**src/dleqm_pkg.sv**
```systemverilog
`timescale 1ns / 1ps

package dleqm_pkg;

    localparam int DEPTH_DEFAULT   = 32;
    localparam int PAYLOAD_DEFAULT = 64;
    localparam int WORD_BITS       = 64;
    localparam int TAG_BITS        = 32;
    localparam int COUNT_BITS      = 32;
    localparam int CMD_BITS        = 2;

    typedef enum logic [CMD_BITS-1:0] {
        CMD_PUSH_ATTR = 2'd0,
        CMD_PUSH_LIFE = 2'd1,
        CMD_POP       = 2'd2,
        CMD_NONE      = 2'd3
    } cmd_code_t;

    typedef enum logic [1:0] {
        ST_IDLE = 2'd0,
        ST_EXEC = 2'd1,
        ST_READ = 2'd2
    } state_t;

    typedef struct packed {
        logic capture;
        logic commit;
    } ctrl_cmd_t;

    typedef struct packed {
        logic is_pop;
        logic out_free;
    } dp_status_t;

endpackage

```
**src/dleqm_ctrl.sv**
```systemverilog
`timescale 1ns / 1ps

module dleqm_ctrl
    import dleqm_pkg::*;
(
    input  logic       aclk,
    input  logic       aresetn,
    input  logic       s_valid,
    output logic       s_ready,
    input  dp_status_t sts,
    output ctrl_cmd_t  ctl
);

    state_t state_reg, state_next;

    always_ff @(posedge aclk) begin
        if (!aresetn) begin
            state_reg <= ST_IDLE;
        end else begin
            state_reg <= state_next;
        end
    end

    always_comb begin
        state_next  = state_reg;
        s_ready     = 1'b0;
        ctl.capture = 1'b0;
        ctl.commit  = 1'b0;
        case (state_reg)
            ST_IDLE: begin
                s_ready = 1'b1;
                if (s_valid) begin
                    ctl.capture = 1'b1;
                    state_next  = ST_EXEC;
                end
            end
            ST_EXEC: begin
                if (sts.is_pop) begin
                    state_next = ST_READ;
                end else if (sts.out_free) begin
                    ctl.commit = 1'b1;
                    state_next = ST_IDLE;
                end
            end
            ST_READ: begin
                if (sts.out_free) begin
                    ctl.commit = 1'b1;
                    state_next = ST_IDLE;
                end
            end
            default: begin
                state_next = ST_IDLE;
            end
        endcase
    end

endmodule

```
**config.mk**
```make
export PLATFORM = sky130hd
export DESIGN_NAME = dleqm_ctrl
export DESIGN_NICKNAME = d
export VERILOG_FILES = /design/src/dleqm_pkg.sv /design/src/dleqm_ctrl.sv
export SDC_FILE = /design/constraint.sdc
export NUM_CORES = 1
export LEC_CHECK = 0
export BUFFER_PORTS_ARGS = -buffer_cell sky130_fd_sc_hd__buf_2
export CORE_AREA = 5 5 42 44
export CTS_BUF_LIST = sky130_fd_sc_hd__clkbuf_16
export CTS_CLUSTER_SIZE = 30
export DETAILED_ROUTE_END_ITERATION = 8
export DIE_AREA = 0 0 47 49
export GPL_ROUTABILITY_DRIVEN = 1
export GPL_TIMING_DRIVEN = 0
export MAX_ROUTING_LAYER = met4
export PLACE_DENSITY = 0.31
export SETUP_SLACK_MARGIN = 0.15
export SLEW_MARGIN = 10
export SYNTH_ARGS = -nofsm -noshare
export SYNTH_HDL_FRONTEND = slang
export SYNTH_SLANG_ARGS = --single-unit
```
**constraint.sdc**
```tcl
create_clock -name aclk -period 1.8 [get_ports aclk]
set_clock_uncertainty 0.1 [all_clocks]
set_input_delay 0.18 -clock aclk [delete_from_list [all_inputs] [get_ports aclk]]
set_output_delay 0.18 -clock aclk [all_outputs]
set_load 0.05 [all_outputs]
```
# Word level (Yosys, flattened, before mapping)
# Index checks and enable logic that the tools add are counted.
totals:
  register_bits: 2
  output_inout_bits: 3
  elab_cells: 15
classes:
  eq_ne: 3
  n_mux: 10
  n_reduce_logical: 1
op_table:
  columns: ["cell", "count"]
  rows:
  - ["two-way mux 2 bit", 3]
  - ["one-hot mux 2 bit (3 select lines)", 1]
  - ["two-way mux 1 bit", 5]
  - ["equality test 2 x 1 -> 1 bit (second input constant)", 1]
  - ["equality test 2 bit (second input constant)", 1]
  - ["zero test 2 bit", 1]
  - ["inequality test 2 bit (second input constant)", 1]
  - ["one-hot mux 1 bit (2 select lines)", 1]

# Logic depth before layout (Yosys ltp)
logic_depth:
  depth_word: 3
  mapped_depth: 5
  mapped_depth_nobuf: 5

# Least setup slack after synthesis
# OpenSTA, ideal clock, no wires.
synth_timing:
  path_kind: "register -> output"
  startpoint: "register state_reg[0]"
  endpoint: "output port ctl[1] (netlist name)"
  arrival_time_ns: 1.443
  setup_slack_ns: 0.077
  path_stages_with_launch: 4
  path_buffers: 0
  cell_sequence: "dfxtp_1 > inv_1 > ha_1 > and2_1"
synth_rtl:
  columns: ["item", "line_no", "rtl"]
  rows:
  - ["start: declaration", "dleqm_ctrl.sv:14", "state_t state_reg, state_next;"]
  - ["start signal: assignment", "dleqm_ctrl.sv:20", "state_reg <= state_next;"]
  - ["end: declaration", "dleqm_ctrl.sv:11", "output ctrl_cmd_t ctl"]

==> impl_metrics.py <==
metrics = {
    "floorplanning": {
        "initial_core_util": 0.141,
        "rows": 14,
        "die_area_mm2": 0.00230,
        "die_height_um": 49,
        "io_pins": 8,
        "core_mm2": 0.00140,
        "die_w_um": 47,
    },
    "final_layout": {
        "drive_gt1_frac": 0.576,
        "layout_common_cells": "buf_2, ha_1, clkbuf_16",
        "final_cells": 49,
        "antenna_cells": 0,
        "largest_reg_flops": 2,
        "fin_util": 0.255,
        "layout_commonest_cell": "buf_2",
        "area_delta_synth_final_pct": 81.0,
        "final_net_count": 44,
    },
    "power": {
        "switching_share": 0.206,
        "seq_power_share": 0.116,
        "power-per-cell-area_mw_per_mm2": 1260,
        "clkPwrFrac": 0.733,
        "internal_power_uw": 358,
        "switching_power_uw": 92.9,
        "combPwrFrac": 0.151,
        "p_leak_uw": 0.000167,
        "peakVddDrop_mv": 0.712,
    },
    "clocking": {
        "clock_latency_ns": 0.22,
        "cts_made_buffers": 3,
        "clk_path_buf_depth": 2,
        "root_buffer": "clkbuf_16",
        "cts_tree": "done",
        "clock_sinks": 2,
        "clk_pin_slew_ns": 0.03,
        "htreeDepth": 1,
    },
    "routing": {
        "dr.pass1.iters": 2,
        "wl_um": 503,
        "vias": 201,
        "wl_per_cell_um": 10.3,
        "drt_iter0_markers": 2,
        "ant_nets": 0,
        "via_per_inst": 4.10,
        "drc_errors": 0,
    },
    "sta": {
        "slew_violations": 0,
        "hold_violations": 0,
        "slew_headroom": 0.835,
        "timing.final.crit_period_ns": 1.60,
        "max_freq_mhz": 626,
        "rsz0062_at_grt": "false",
        "setup_tns_ns": 0,
        "setup_viol": 0,
        "worst_pin_slew_ns": 0.250,
        "period_share": 0.887,
    },
    "synthesis": {
        "ys_warn_count": 0,
        "synth_nets": 30,
        "synthCells": 21,
        "ys_ff_latch": 2,
        "avgSynthCellArea_um2": 9.41,
        "netlist_area_um2": 198,
        "ys_types": 16,
        "ys_seq_area_frac": 0.203,
    },
    "global_routing": {
        "grt_max_degree": 6,
        "grt_overflow_total": 0,
        "grt_pass1_wl_um": 800,
        "track_usage": 0.0540,
        "antenna_found_initial": 0,
        "grt_pass1_vias": 203,
    },
    "setup_path": {
        "crit_required_ns": 1.52,
        "arrival_ns": 1.32,
        "crit_type": "reg2out",
        "cp-start-kind": "flip-flop",
        "reg2reg_depth": 5,
        "critPathMaxFanout": 3,
        "crit_path_end_kind": "output port",
    },
    "place": {
        "io_buffers": 7,
        "placed_cells": 44,
        "place_congestion": 0.625,
        "hpwl_um": 378,
    },
    "outcome": {
        "status": "finished clean",
    },
    "hold_path": {
        "hold_class": "in2reg",
        "holdPathStages": 2,
    },
    "flow_run": {
        "cap_violations": 0,
    },
}
==> critical path, cell delays in order, from the launching register on <==
cell and delay [ns]:
dfxtp_2 0.33, inv_1 0.06, ha_2 0.17, nor2b_2 0.16
o211a_1 0.23, buf_6 0.15
==> final timing paths <==
check / from / to / slack (ns)
worst max-delay path: state_reg[1]$_SDFFE_PN0P_ / ctl[0] / 0.20
worst min-delay path: aresetn / state_reg[0]$_SDFFE_PN0P_ / 0.13
worst max register to register: state_reg[1]$_SDFFE_PN0P_ / state_reg[0]$_SDFFE_PN0P_ / 0.47
worst min register to register: state_reg[1]$_SDFFE_PN0P_ / state_reg[1]$_SDFFE_PN0P_ / 0.51
==> Yosys cell counts, drive strengths merged <==
cell,count,area [um2]
a21boi,1,7.51
a32o,1,10.0
and2,1,6.26
and4b,1,11.3
dfxtp,2,40.0
ha,4,50.1
inv,2,7.51
nand2,1,3.75
nand2b,1,6.26
nor2,1,3.75
nor2b,1,6.26
nor4b,1,15.0
o211a,1,10.0
o211ai,1,7.51
o21ai,1,5.00
o31ai,1,7.51
==> through the flow <==
step,total power [uW],setup WS [ns],hold slack (ns),cell area (um2)
floorplan,97.7,0.174,0.233,199
global placement,114,0.302,0.368,254
detailed placement,114,0.313,0.356,254
finish,451,0.204,0.132,358
CTS,453,0.169,0.129,337
global route,468,0.154,0.135,358
==> routing by layer <==
| metal | vias to the layer above | wire length [um] | GRT usage |
|---|---|---|---|
| met3 | 0 | 28 | 0.0332 |
| met5 | - | 0 | - |
| met4 | 0 | 0 | 0.0415 |
| li1 | 103 | - | - |
| met1 | 94 | 205 | 0.0437 |
| met2 | 4 | 269 | 0.0837 |
==> power groups by stage <==
| stage | sequential [uW] | combinational, uW | clock [uW] |
|---|---|---|---|
| after floorplan | 51.3 | 46.4 | 0 |
| after global placement | 52.6 | 61.9 | 0 |
| after detailed placement | 52.4 | 61.7 | 0 |
| after CTS | 52.0 | 63.0 | 338 |
| after global routing | 52.5 | 73.3 | 342 |
| final | 52.2 | 68.0 | 330 |
==> cell type report <==
cell class | instances | area (um2)
Fill cell | 162 | 1040
Multi-Input combinational cell | 17 | 156
Clock buffer | 3 | 75.1
Timing Repair Buffer | 9 | 56.3
Sequential cell | 2 | 42.5
Tap cell | 16 | 20.0
Inverter | 2 | 7.51
==> cell families (layout without fill, tap and decap cells) <==
kind of cell,after synthesis,in the layout,share of synthesized area
and+or+nand+nor,7,7,0.266
DFF,2,2,0.203
AOI/OAI and AO/OA,6,6,0.241
adders and majority gates,4,4,0.253
buffers and inverters,2,14,0.0380
==> timing repair <==
| action | in CTS | in global routing |
|---|---|---|
| buffers inserted | 0 | 2 |
| pin swaps | 0 | 1 |
| hold endpoints to repair | 0 | 0 |
| hold buffers | 0 | 0 |
| resized for setup | 3 | 3 |
| endpoints found under the setup margin | 1 | 2 |
Note: power is estimated with default switching activity, not from simulation.
